<file path="config.mk">
export PLATFORM = sky130hd
export DESIGN_NAME = position_frame_builder_crc8_core
export DESIGN_NICKNAME = d
export VERILOG_FILES = /design/src/design/pfb_pkg.sv /design/src/design/pfb_front.sv /design/src/design/pfb_queue.sv /design/src/design/pfb_back.sv /design/src/design/position_frame_builder_crc8_core.sv
export SDC_FILE = /design/constraint.sdc
export NUM_CORES = 1
export LEC_CHECK = 0
export ABC_CLOCK_PERIOD_IN_PS = 3900
export BUFFER_PORTS_ARGS = -buffer_cell sky130_fd_sc_hd__clkbuf_2
export CAP_MARGIN = 20
export CORE_ASPECT_RATIO = 0.8
export CORE_MARGIN = 5
export CORE_UTILIZATION = 54
export DETAILED_ROUTE_END_ITERATION = 7
export PLACE_DENSITY = 0.76
export SYNTH_ARGS = -nofsm -noshare
export SYNTH_HDL_FRONTEND = slang
export SYNTH_HIERARCHICAL = 1
export SYNTH_SLANG_ARGS = --single-unit
</file>
<file path="constraint.sdc">
create_clock -name clk -period 3.9 [get_ports clk]
set_input_delay 0.585 -clock clk [delete_from_list [all_inputs] [get_ports clk]]
set_output_delay 0.585 -clock clk [all_outputs]
set_load 0.02 [all_outputs]
</file>
<file path="src/design/pfb_pkg.sv">
// Shared types, constants and the CRC-8 byte update for the position frame builder.
// Used by every module of the block; depends on nothing else.
package pfb_pkg;

  localparam int FRAME_LEN   = 12;
  localparam int POS_W       = 4;
  localparam int CFG_INDEX_W = 2;
  localparam int CFG_DATA_W  = 8;
  localparam int QUEUE_DEPTH = 2;

  localparam logic [7:0] FRAME_MAGIC   = 8'hD5;
  localparam logic [7:0] FRAME_VERSION = 8'h01;
  localparam logic [7:0] FRAME_TYPE    = 8'h01;
  localparam logic [7:0] CRC_POLY      = 8'h07;
  localparam logic [7:0] CRC_INIT      = 8'h00;
  localparam logic [3:0] KEY_RESET     = 4'd13;
  localparam logic [7:0] QUALITY_RESET = 8'd100;

  // Register indexes on the configuration port.
  localparam logic [CFG_INDEX_W-1:0] REG_KEY     = 2'd0;
  localparam logic [CFG_INDEX_W-1:0] REG_QUALITY = 2'd1;

  // Command codes carried on the input tuser.
  localparam logic CMD_BUILD = 1'b0;
  localparam logic CMD_TX_OK = 1'b1;

  // Byte positions within the frame.
  localparam logic [POS_W-1:0] POS_MAGIC     = 4'd0;
  localparam logic [POS_W-1:0] POS_VERSION   = 4'd1;
  localparam logic [POS_W-1:0] POS_KEY       = 4'd2;
  localparam logic [POS_W-1:0] POS_TYPE      = 4'd3;
  localparam logic [POS_W-1:0] POS_RADIAL_LO = 4'd4;
  localparam logic [POS_W-1:0] POS_RADIAL_HI = 4'd5;
  localparam logic [POS_W-1:0] POS_ANGLE_LO  = 4'd6;
  localparam logic [POS_W-1:0] POS_ANGLE_HI  = 4'd7;
  localparam logic [POS_W-1:0] POS_SEQ_LO    = 4'd8;
  localparam logic [POS_W-1:0] POS_SEQ_HI    = 4'd9;
  localparam logic [POS_W-1:0] POS_QUALITY   = 4'd10;
  localparam logic [POS_W-1:0] POS_CRC       = 4'd11;

  // Everything the back end needs to serialize one frame.
  typedef struct packed {
    logic [15:0]        radial_dist;
    logic signed [15:0] angle_tenths;
    logic [15:0]        seq;
    logic [3:0]         key;
    logic [7:0]         quality;
  } frame_entry_t;

  typedef struct packed {
    logic full;
    logic empty;
  } queue_status_t;

  // One byte of CRC-8, MSB first, no reflection.
  function automatic logic [7:0] crc8_update(input logic [7:0] crc_in,
                                             input logic [7:0] data);
    logic [7:0] c;
    c = crc_in ^ data;
    for (int b = 0; b < 8; b++) begin
      if (c[7]) begin
        c = {c[6:0], 1'b0} ^ CRC_POLY;
      end else begin
        c = {c[6:0], 1'b0};
      end
    end
    return c;
  endfunction

endpackage

</file>
<file path="src/design/pfb_front.sv">
// Front end of the position frame builder: accepts input beats, holds the
// configuration registers and the sequence number, and pushes build jobs.
// Depends on pfb_pkg.
module pfb_front (
  input  logic                               clk,
  input  logic                               rst_n,
  input  logic                               in_tvalid,
  output logic                               in_tready,
  input  logic [31:0]                        in_tdata,
  input  logic                               in_tuser,
  input  logic                               cfg_valid,
  output logic                               cfg_ready,
  input  logic [pfb_pkg::CFG_INDEX_W-1:0]    cfg_index,
  input  logic [pfb_pkg::CFG_DATA_W-1:0]     cfg_data,
  input  pfb_pkg::queue_status_t             q_status,
  output logic                               q_push,
  output pfb_pkg::frame_entry_t              q_entry
);

  logic [15:0] seq_r, seq_nxt;
  logic [3:0]  key_r, key_nxt;
  logic [7:0]  quality_r, quality_nxt;
  logic        accept;

  assign in_tready = !q_status.full;
  assign cfg_ready = 1'b1;
  assign accept    = in_tvalid && in_tready;
  assign q_push    = accept && (in_tuser == pfb_pkg::CMD_BUILD);

  assign q_entry.radial_dist  = in_tdata[15:0];
  assign q_entry.angle_tenths = in_tdata[31:16];
  assign q_entry.seq          = seq_r;
  assign q_entry.key          = key_r;
  assign q_entry.quality      = quality_r;

  always_comb begin
    seq_nxt     = seq_r;
    key_nxt     = key_r;
    quality_nxt = quality_r;
    if (accept && (in_tuser == pfb_pkg::CMD_TX_OK)) begin
      seq_nxt = seq_r + 16'd1;
    end
    if (cfg_valid && cfg_ready) begin
      if (cfg_index == pfb_pkg::REG_KEY) begin
        key_nxt = cfg_data[3:0];
      end else if (cfg_index == pfb_pkg::REG_QUALITY) begin
        quality_nxt = cfg_data;
      end
    end
  end

  always_ff @(posedge clk) begin
    if (!rst_n) begin
      seq_r     <= 16'd0;
      key_r     <= pfb_pkg::KEY_RESET;
      quality_r <= pfb_pkg::QUALITY_RESET;
    end else begin
      seq_r     <= seq_nxt;
      key_r     <= key_nxt;
      quality_r <= quality_nxt;
    end
  end

endmodule

</file>
<file path="src/design/pfb_queue.sv">
// Small FIFO of build jobs between the front and back ends.
// Depends on pfb_pkg for the entry and status types.
module pfb_queue #(
  parameter int QDEPTH = pfb_pkg::QUEUE_DEPTH
) (
  input  logic                   clk,
  input  logic                   rst_n,
  input  logic                   push,
  input  pfb_pkg::frame_entry_t  push_entry,
  input  logic                   pop,
  output pfb_pkg::frame_entry_t  head,
  output pfb_pkg::queue_status_t status
);

  // QDEPTH must be at least 2.
  localparam int PTR_W = $clog2(QDEPTH);
  localparam int CNT_W = $clog2(QDEPTH + 1);
  localparam logic [PTR_W-1:0] PTR_LAST = PTR_W'(QDEPTH - 1);
  localparam logic [CNT_W-1:0] CNT_FULL = CNT_W'(QDEPTH);

  pfb_pkg::frame_entry_t mem_r [QDEPTH];
  logic [PTR_W-1:0] wr_ptr_r, wr_ptr_nxt;
  logic [PTR_W-1:0] rd_ptr_r, rd_ptr_nxt;
  logic [CNT_W-1:0] count_r, count_nxt;
  logic             do_push, do_pop;

  assign status.full  = (count_r == CNT_FULL);
  assign status.empty = (count_r == '0);
  assign do_push      = push && !status.full;
  assign do_pop       = pop && !status.empty;
  assign head         = mem_r[rd_ptr_r];

  always_comb begin
    wr_ptr_nxt = wr_ptr_r;
    rd_ptr_nxt = rd_ptr_r;
    count_nxt  = count_r;
    if (do_push) begin
      wr_ptr_nxt = (wr_ptr_r == PTR_LAST) ? '0 : wr_ptr_r + PTR_W'(1);
    end
    if (do_pop) begin
      rd_ptr_nxt = (rd_ptr_r == PTR_LAST) ? '0 : rd_ptr_r + PTR_W'(1);
    end
    if (do_push && !do_pop) begin
      count_nxt = count_r + CNT_W'(1);
    end else if (do_pop && !do_push) begin
      count_nxt = count_r - CNT_W'(1);
    end
  end

  always_ff @(posedge clk) begin
    if (!rst_n) begin
      wr_ptr_r <= '0;
      rd_ptr_r <= '0;
      count_r  <= '0;
    end else begin
      wr_ptr_r <= wr_ptr_nxt;
      rd_ptr_r <= rd_ptr_nxt;
      count_r  <= count_nxt;
    end
  end

  always_ff @(posedge clk) begin
    if (do_push) begin
      mem_r[wr_ptr_r] <= push_entry;
    end
  end

endmodule

</file>
<file path="src/design/pfb_back.sv">
// Back end of the position frame builder: serializes the job at the queue head
// into twelve output beats and accumulates the CRC-8 on the way. Depends on pfb_pkg.
module pfb_back (
  input  logic                         clk,
  input  logic                         rst_n,
  input  pfb_pkg::frame_entry_t        head,
  input  pfb_pkg::queue_status_t       q_status,
  output logic                         q_pop,
  output logic                         out_tvalid,
  input  logic                         out_tready,
  output logic [15:0]                  out_tdata,
  output logic                         out_tlast
);

  logic [pfb_pkg::POS_W-1:0] idx_r, idx_nxt;
  logic [7:0]                crc_r, crc_nxt;
  logic                      out_valid_r, out_valid_nxt;
  logic [7:0]                out_byte_r, out_byte_nxt;
  logic [pfb_pkg::POS_W-1:0] out_pos_r, out_pos_nxt;
  logic                      out_last_r, out_last_nxt;
  logic                      advance, emit, at_crc;
  logic [7:0]                cur_byte;

  assign advance = !out_valid_r || out_tready;
  assign emit    = advance && !q_status.empty;
  assign at_crc  = (idx_r == pfb_pkg::POS_CRC);
  assign q_pop   = emit && at_crc;

  always_comb begin
    case (idx_r)
      pfb_pkg::POS_MAGIC:     cur_byte = pfb_pkg::FRAME_MAGIC;
      pfb_pkg::POS_VERSION:   cur_byte = pfb_pkg::FRAME_VERSION;
      pfb_pkg::POS_KEY:       cur_byte = {4'd0, head.key};
      pfb_pkg::POS_TYPE:      cur_byte = pfb_pkg::FRAME_TYPE;
      pfb_pkg::POS_RADIAL_LO: cur_byte = head.radial_dist[7:0];
      pfb_pkg::POS_RADIAL_HI: cur_byte = head.radial_dist[15:8];
      pfb_pkg::POS_ANGLE_LO:  cur_byte = head.angle_tenths[7:0];
      pfb_pkg::POS_ANGLE_HI:  cur_byte = head.angle_tenths[15:8];
      pfb_pkg::POS_SEQ_LO:    cur_byte = head.seq[7:0];
      pfb_pkg::POS_SEQ_HI:    cur_byte = head.seq[15:8];
      pfb_pkg::POS_QUALITY:   cur_byte = head.quality;
      pfb_pkg::POS_CRC:       cur_byte = crc_r;
      default:                cur_byte = 8'h00;
    endcase
  end

  always_comb begin
    idx_nxt       = idx_r;
    crc_nxt       = crc_r;
    out_valid_nxt = out_valid_r;
    out_byte_nxt  = out_byte_r;
    out_pos_nxt   = out_pos_r;
    out_last_nxt  = out_last_r;
    if (emit) begin
      out_valid_nxt = 1'b1;
      out_byte_nxt  = cur_byte;
      out_pos_nxt   = idx_r;
      out_last_nxt  = at_crc;
      if (at_crc) begin
        idx_nxt = pfb_pkg::POS_MAGIC;
        crc_nxt = pfb_pkg::CRC_INIT;
      end else begin
        idx_nxt = idx_r + pfb_pkg::POS_W'(1);
        crc_nxt = pfb_pkg::crc8_update(crc_r, cur_byte);
      end
    end else if (advance) begin
      out_valid_nxt = 1'b0;
    end
  end

  always_ff @(posedge clk) begin
    if (!rst_n) begin
      idx_r       <= pfb_pkg::POS_MAGIC;
      crc_r       <= pfb_pkg::CRC_INIT;
      out_valid_r <= 1'b0;
    end else begin
      idx_r       <= idx_nxt;
      crc_r       <= crc_nxt;
      out_valid_r <= out_valid_nxt;
    end
  end

  always_ff @(posedge clk) begin
    out_byte_r <= out_byte_nxt;
    out_pos_r  <= out_pos_nxt;
    out_last_r <= out_last_nxt;
  end

  assign out_tvalid = out_valid_r;
  assign out_tdata  = {4'd0, out_pos_r, out_byte_r};
  assign out_tlast  = out_last_r;

endmodule

</file>
<file path="src/design/position_frame_builder_crc8_core.sv">
// Top level of the position frame builder with CRC-8 framing.
// Instantiates pfb_front, pfb_queue and pfb_back; depends on pfb_pkg.
//
// A build beat (tuser 0) turns into a 12-byte position frame sent as twelve
// output beats: magic 0xD5, version 0x01, key id, type 0x01, radial distance
// and angle little endian, the current sequence number little endian, the
// quality byte, and a CRC-8 (polynomial 0x07, initial value 0) over the first
// eleven bytes, with tlast on the CRC beat. A transmit-success beat (tuser 1)
// advances the 16-bit sequence number and gives no output. Input beats are
// taken one per cycle as long as the job queue (QDEPTH frames deep) has room;
// the back end sends one byte per cycle while tready is high, and frames
// follow one another with no gap. A build beat is first written into the job
// queue; the back end then loads the first byte of its frame into its output
// register. Configuration writes are accepted in every cycle and should be
// made while no frame is queued or in flight.
module position_frame_builder_crc8_core #(
  parameter int QDEPTH = pfb_pkg::QUEUE_DEPTH
) (
  input  logic                            clk,
  input  logic                            rst_n,
  // Input channel.
  input  logic                            in_tvalid,
  output logic                            in_tready,
  input  logic [31:0]                     in_tdata,   // [15:0] radial_dist, [31:16] angle_tenths
  input  logic                            in_tuser,   // [0] cmd
  // Result channel.
  output logic                            out_tvalid,
  input  logic                            out_tready,
  output logic [15:0]                     out_tdata,  // [7:0] frame_byte, [11:8] byte_position
  output logic                            out_tlast,  // last_byte
  // Configuration write channel.
  input  logic                            cfg_valid,
  output logic                            cfg_ready,
  input  logic [pfb_pkg::CFG_INDEX_W-1:0] cfg_index,
  input  logic [pfb_pkg::CFG_DATA_W-1:0]  cfg_data
);

  pfb_pkg::queue_status_t q_status;
  pfb_pkg::frame_entry_t  q_entry;
  pfb_pkg::frame_entry_t  q_head;
  logic                   q_push;
  logic                   q_pop;

  // The front end stamps each build job with the sequence number and
  // configuration current at acceptance, so later transmit-success beats
  // never disturb a frame already queued.
  pfb_front u_front (
    .clk       (clk),
    .rst_n     (rst_n),
    .in_tvalid (in_tvalid),
    .in_tready (in_tready),
    .in_tdata  (in_tdata),
    .in_tuser  (in_tuser),
    .cfg_valid (cfg_valid),
    .cfg_ready (cfg_ready),
    .cfg_index (cfg_index),
    .cfg_data  (cfg_data),
    .q_status  (q_status),
    .q_push    (q_push),
    .q_entry   (q_entry)
  );

  pfb_queue #(
    .QDEPTH (QDEPTH)
  ) u_queue (
    .clk        (clk),
    .rst_n      (rst_n),
    .push       (q_push),
    .push_entry (q_entry),
    .pop        (q_pop),
    .head       (q_head),
    .status     (q_status)
  );

  // The back end reads the job at the queue head in place and releases it
  // when it loads the CRC byte into its output register.
  pfb_back u_back (
    .clk        (clk),
    .rst_n      (rst_n),
    .head       (q_head),
    .q_status   (q_status),
    .q_pop      (q_pop),
    .out_tvalid (out_tvalid),
    .out_tready (out_tready),
    .out_tdata  (out_tdata),
    .out_tlast  (out_tlast)
  );

  // tlast marks exactly the CRC position.
  a_last_at_crc: assert property (@(posedge clk) disable iff (!rst_n)
    out_tvalid |-> (out_tlast == (out_tdata[11:8] == pfb_pkg::POS_CRC)))
    else $error("tlast does not match the CRC byte position");

  // Within a frame the byte positions step by one.
  a_pos_step: assert property (@(posedge clk) disable iff (!rst_n)
    (out_tvalid && out_tready && !out_tlast) |=>
      (!out_tvalid || (out_tdata[11:8] == 4'($past(out_tdata[11:8]) + 4'd1))))
    else $error("byte position skipped within a frame");

  // After the CRC beat the next frame starts at the magic byte.
  a_frame_start: assert property (@(posedge clk) disable iff (!rst_n)
    (out_tvalid && out_tready && out_tlast) |=>
      (!out_tvalid || ((out_tdata[11:8] == pfb_pkg::POS_MAGIC)
                       && (out_tdata[7:0] == pfb_pkg::FRAME_MAGIC))))
    else $error("frame did not restart at the magic byte");

  // The job queue is never popped while it is empty.
  a_no_pop_empty: assert property (@(posedge clk) disable iff (!rst_n)
    q_pop |-> !q_status.empty)
    else $error("job queue popped while empty");

endmodule

</file>
==> results.ini <==
[floorplanning]
die_area_mm2=0.01741
die_w_um=146.3
ios=68
die_h_um=119.0
fp-row-count=39
start_util=0.5556
coreArea_mm2=0.01444

[layout]
finalNonFillerCells=808
antenna_cells=0
area_growth_pct=9.635
fin_area_mm2=0.008798
fin_nets=665
fillers=1067
drive_gt1_frac=0.2853

[placement]
portBuffers=62
placed_cells=776
gp_congestion=0.9000
post-place-ws_ns=0.6569
hpwl_mm=10.81
dpl_cell_area_mm2=0.008198

[setup_path]
cp_common_cell=a22o_1
worstPathArrival_ns=3.67
critPathLaunchType=register
critPathMaxFanout=16
slowest_stage=a2111o_1
crit_path_end_kind=register
critPathKind=register to register
critPathMaxStageDelay_ns=0.50
path_cells=inv_1 -> ha_1 -> a22o_1 -> a22o_1 -> a2111o_1 -> xor2_1 -> xnor3_1 -> or3_1 -> a31oi_1
cp.required_ns=4.24
rr_worst_depth=9

[synthesis]
synth_top_area_share=0.4977
synth_area_leaders=edfxtp_1 (50%), dfxtp_1 (11%), mux2_2 (8.6%)
synth_edf_count=133
postSynthCellCount=583
synth_top_cell_by_area=edfxtp_1
yosysWarnings=6
ys.flop_type=edfxtp_1
synthArstFlopShare=0
synth-seq-cells=179
netlist_area_mm2=0.008025
ys_types=70
ys_seq_area_frac=0.6124
syn_avg_cell_area_um2=13.77

[min_path]
worstHoldPathType=primary input to register
worstHoldPathCells=1

[sta]
drv_slew=0
finalHoldViolations=0
setup_viol=0
setup_slack_ns=0.5685
finalCriticalPeriod_ns=3.331
max_slew_margin=0.4285
skew_ns=0.006880
fin_setup_tns_ns=0
min_period_over_period=0.8542
worst_pin_slew_ns=0.8573
achievable-frequency_mhz=300.2
rsz0062_at_grt=false

[global_route]
grt_max_degree=62
overflow=0
antenna_found_initial=0
grt.total_usage=0.1925
grt_pass1_vias=4886
grt_pass1_wl_mm=26.19

[job]
drv_cap=0

[clock_network]
post_cts_buffers=0
ctsResizeCount=0
clk_pin_slew_ns=0.07
cts_root_buffer=clkbuf_16
clockBufferDepth=2
insertion_delay_ns=0.42
h-tree-depth=4
postCtsHoldBufs=0
cts-buffers-inserted=17
cts_tree=yes
clock_sink_count=179

[routing]
via_per_inst=5.800
via_count=4686
drt_iter0_drc=442
antenna_left=0
drc_errors=0
dr.pass1.iters=5
wire_per_inst_um=20.32
wl_mm=16.42

[pwr]
power_leakage_nw=3.173
peakVddDrop_mv=0.3273
pwr_density_cell_mw_per_mm2=533.2

[run_status]
outcome=completed

[critical path: cells and delay by family, from the launching register on]
family                     cells  cell delay, ns
DFF                            1            0.46
xor gates and xnor gates       2            0.66
buffers and inverters          1            0.12
adders and majority gates      1            0.47
AOI/OAI and AO/OA              4            1.20
and+or+nand+nor                1            0.32
[where the power goes]
part           switching (mW)  internal, mW  leakage (nW)
sequential             0.0889          2.17          1.58
combinational           0.379         0.332          1.31
clock                   0.725         0.995         0.285
total                    1.19          3.50          3.17
[final timing paths]
kind                                            from                   end  slack, ns
worst max-delay path                 u_back/idx_r[0]       u_back/crc_r[3]       0.57
worst min register to register  u_front/quality_r[5]   u_queue/mem_r[1][5]       0.46
worst max register to register       u_back/idx_r[0]       u_back/crc_r[3]       0.57
worst min-delay path                    in_tdata[13]  u_queue/mem_r[0][57]       0.35
[synthesized netlist by cell type (3+ instances only)]
cell type and count:
nor2b_1 3, a21oi_1 12, buf_4 38, nor2_1 31
nor3_1 3, a211oi_1 3, nand3_1 12, a22o_1 8
ha_1 6, dfxtp_1 46, nor4_1 4, and2_1 4
o21ai_0 13, a311oi_1 3, clkbuf_1 6, buf_2 11
xor2_1 11, a222oi_1 3, mux2_2 61, a22oi_1 12
nand4_1 3, edfxtp_1 133, nand2_1 28, mux2i_1 14
nand2b_1 5, buf_6 8, inv_1 16, o22ai_1 3
nand3b_1 5, and3_1 5, xnor2_1 13, xnor3_1 6
or3_1 7, a31oi_1 4
[per-stage QoR]
step           utilization  power [mW]  hold WS, ns
2_1_floorplan            -       2.843       0.4202
3_3_place_gp        0.5676       2.960       0.4336
3_5_place_dp        0.5676       2.993       0.4466
4_1_cts             0.6091       4.711       0.3266
5_1_grt             0.6091       4.863       0.3365
6_report            0.6091       4.692       0.3490
[flip-flops by register name (all words and copies together), names as in the netlist, named ones only]
signal	count
u_back/out_pos_r	4
u_back/crc_r	8
u_back/out_tvalid	1
u_queue/wr_ptr_r	1
u_front/key_r	4
u_back/idx_r	4
u_front/seq_r	16
u_back/out_byte_r	8
u_back/out_tlast	1
u_queue/rd_ptr_r	1
u_queue/mem_r	120
u_queue/count_r	2
u_front/quality_r	8
[final cells by class]
type,count,area (um2),share of cell area
inverters,17,63.81,0.007253
clock inverters,12,142.6,0.01621
repair buffers,69,375.4,0.04266
flip-flops and latches,179,4916,0.5587
well taps,184,230.2,0.02617
multi-input cells,327,2613,0.2969
clock buffers,20,457.9,0.05205
[cell usage in the layout, fill, tap and decap left out, drive strengths merged, types with 6 or more instances in the layout]
cell / n
nor2: 32
a22oi: 12
xnor3: 6
nand3: 12
mux2: 61
or3: 9
edfxtp: 133
clkbuf: 82
ha: 6
xnor2: 15
o21ai: 15
dfxtp: 46
a21oi: 12
buf: 7
inv: 22
mux2i: 14
a22o: 8
and3: 6
nand2: 28
xor2: 11
nand2b: 6
[kinds of logic (layout without fill, tap and decap cells)]
family | after synthesis | count (layout) | share of synthesized area
and+or+nand+nor | 128 | 128 | 0.08560
AOI/OAI and AO/OA | 81 | 81 | 0.07718
adders and majority gates | 6 | 6 | 0.009354
buffers and inverters | 80 | 118 | 0.06439
DFF | 179 | 179 | 0.6124
other | 2 | 5 | 0.0009358
muxes | 75 | 75 | 0.1031
xor gates and xnor gates | 32 | 32 | 0.04708
[per-layer routing]
metal | up-vias | part of all wire | global-route usage
li1 | 2188 | - | -
met4 | 0 | 0.018 | 0.06580
met3 | 26 | 0.067 | 0.04822
met2 | 189 | 0.47 | 0.3082
met5 | - | 0 | 0
met1 | 2283 | 0.45 | 0.2591
(Power assumes the default switching activity.)
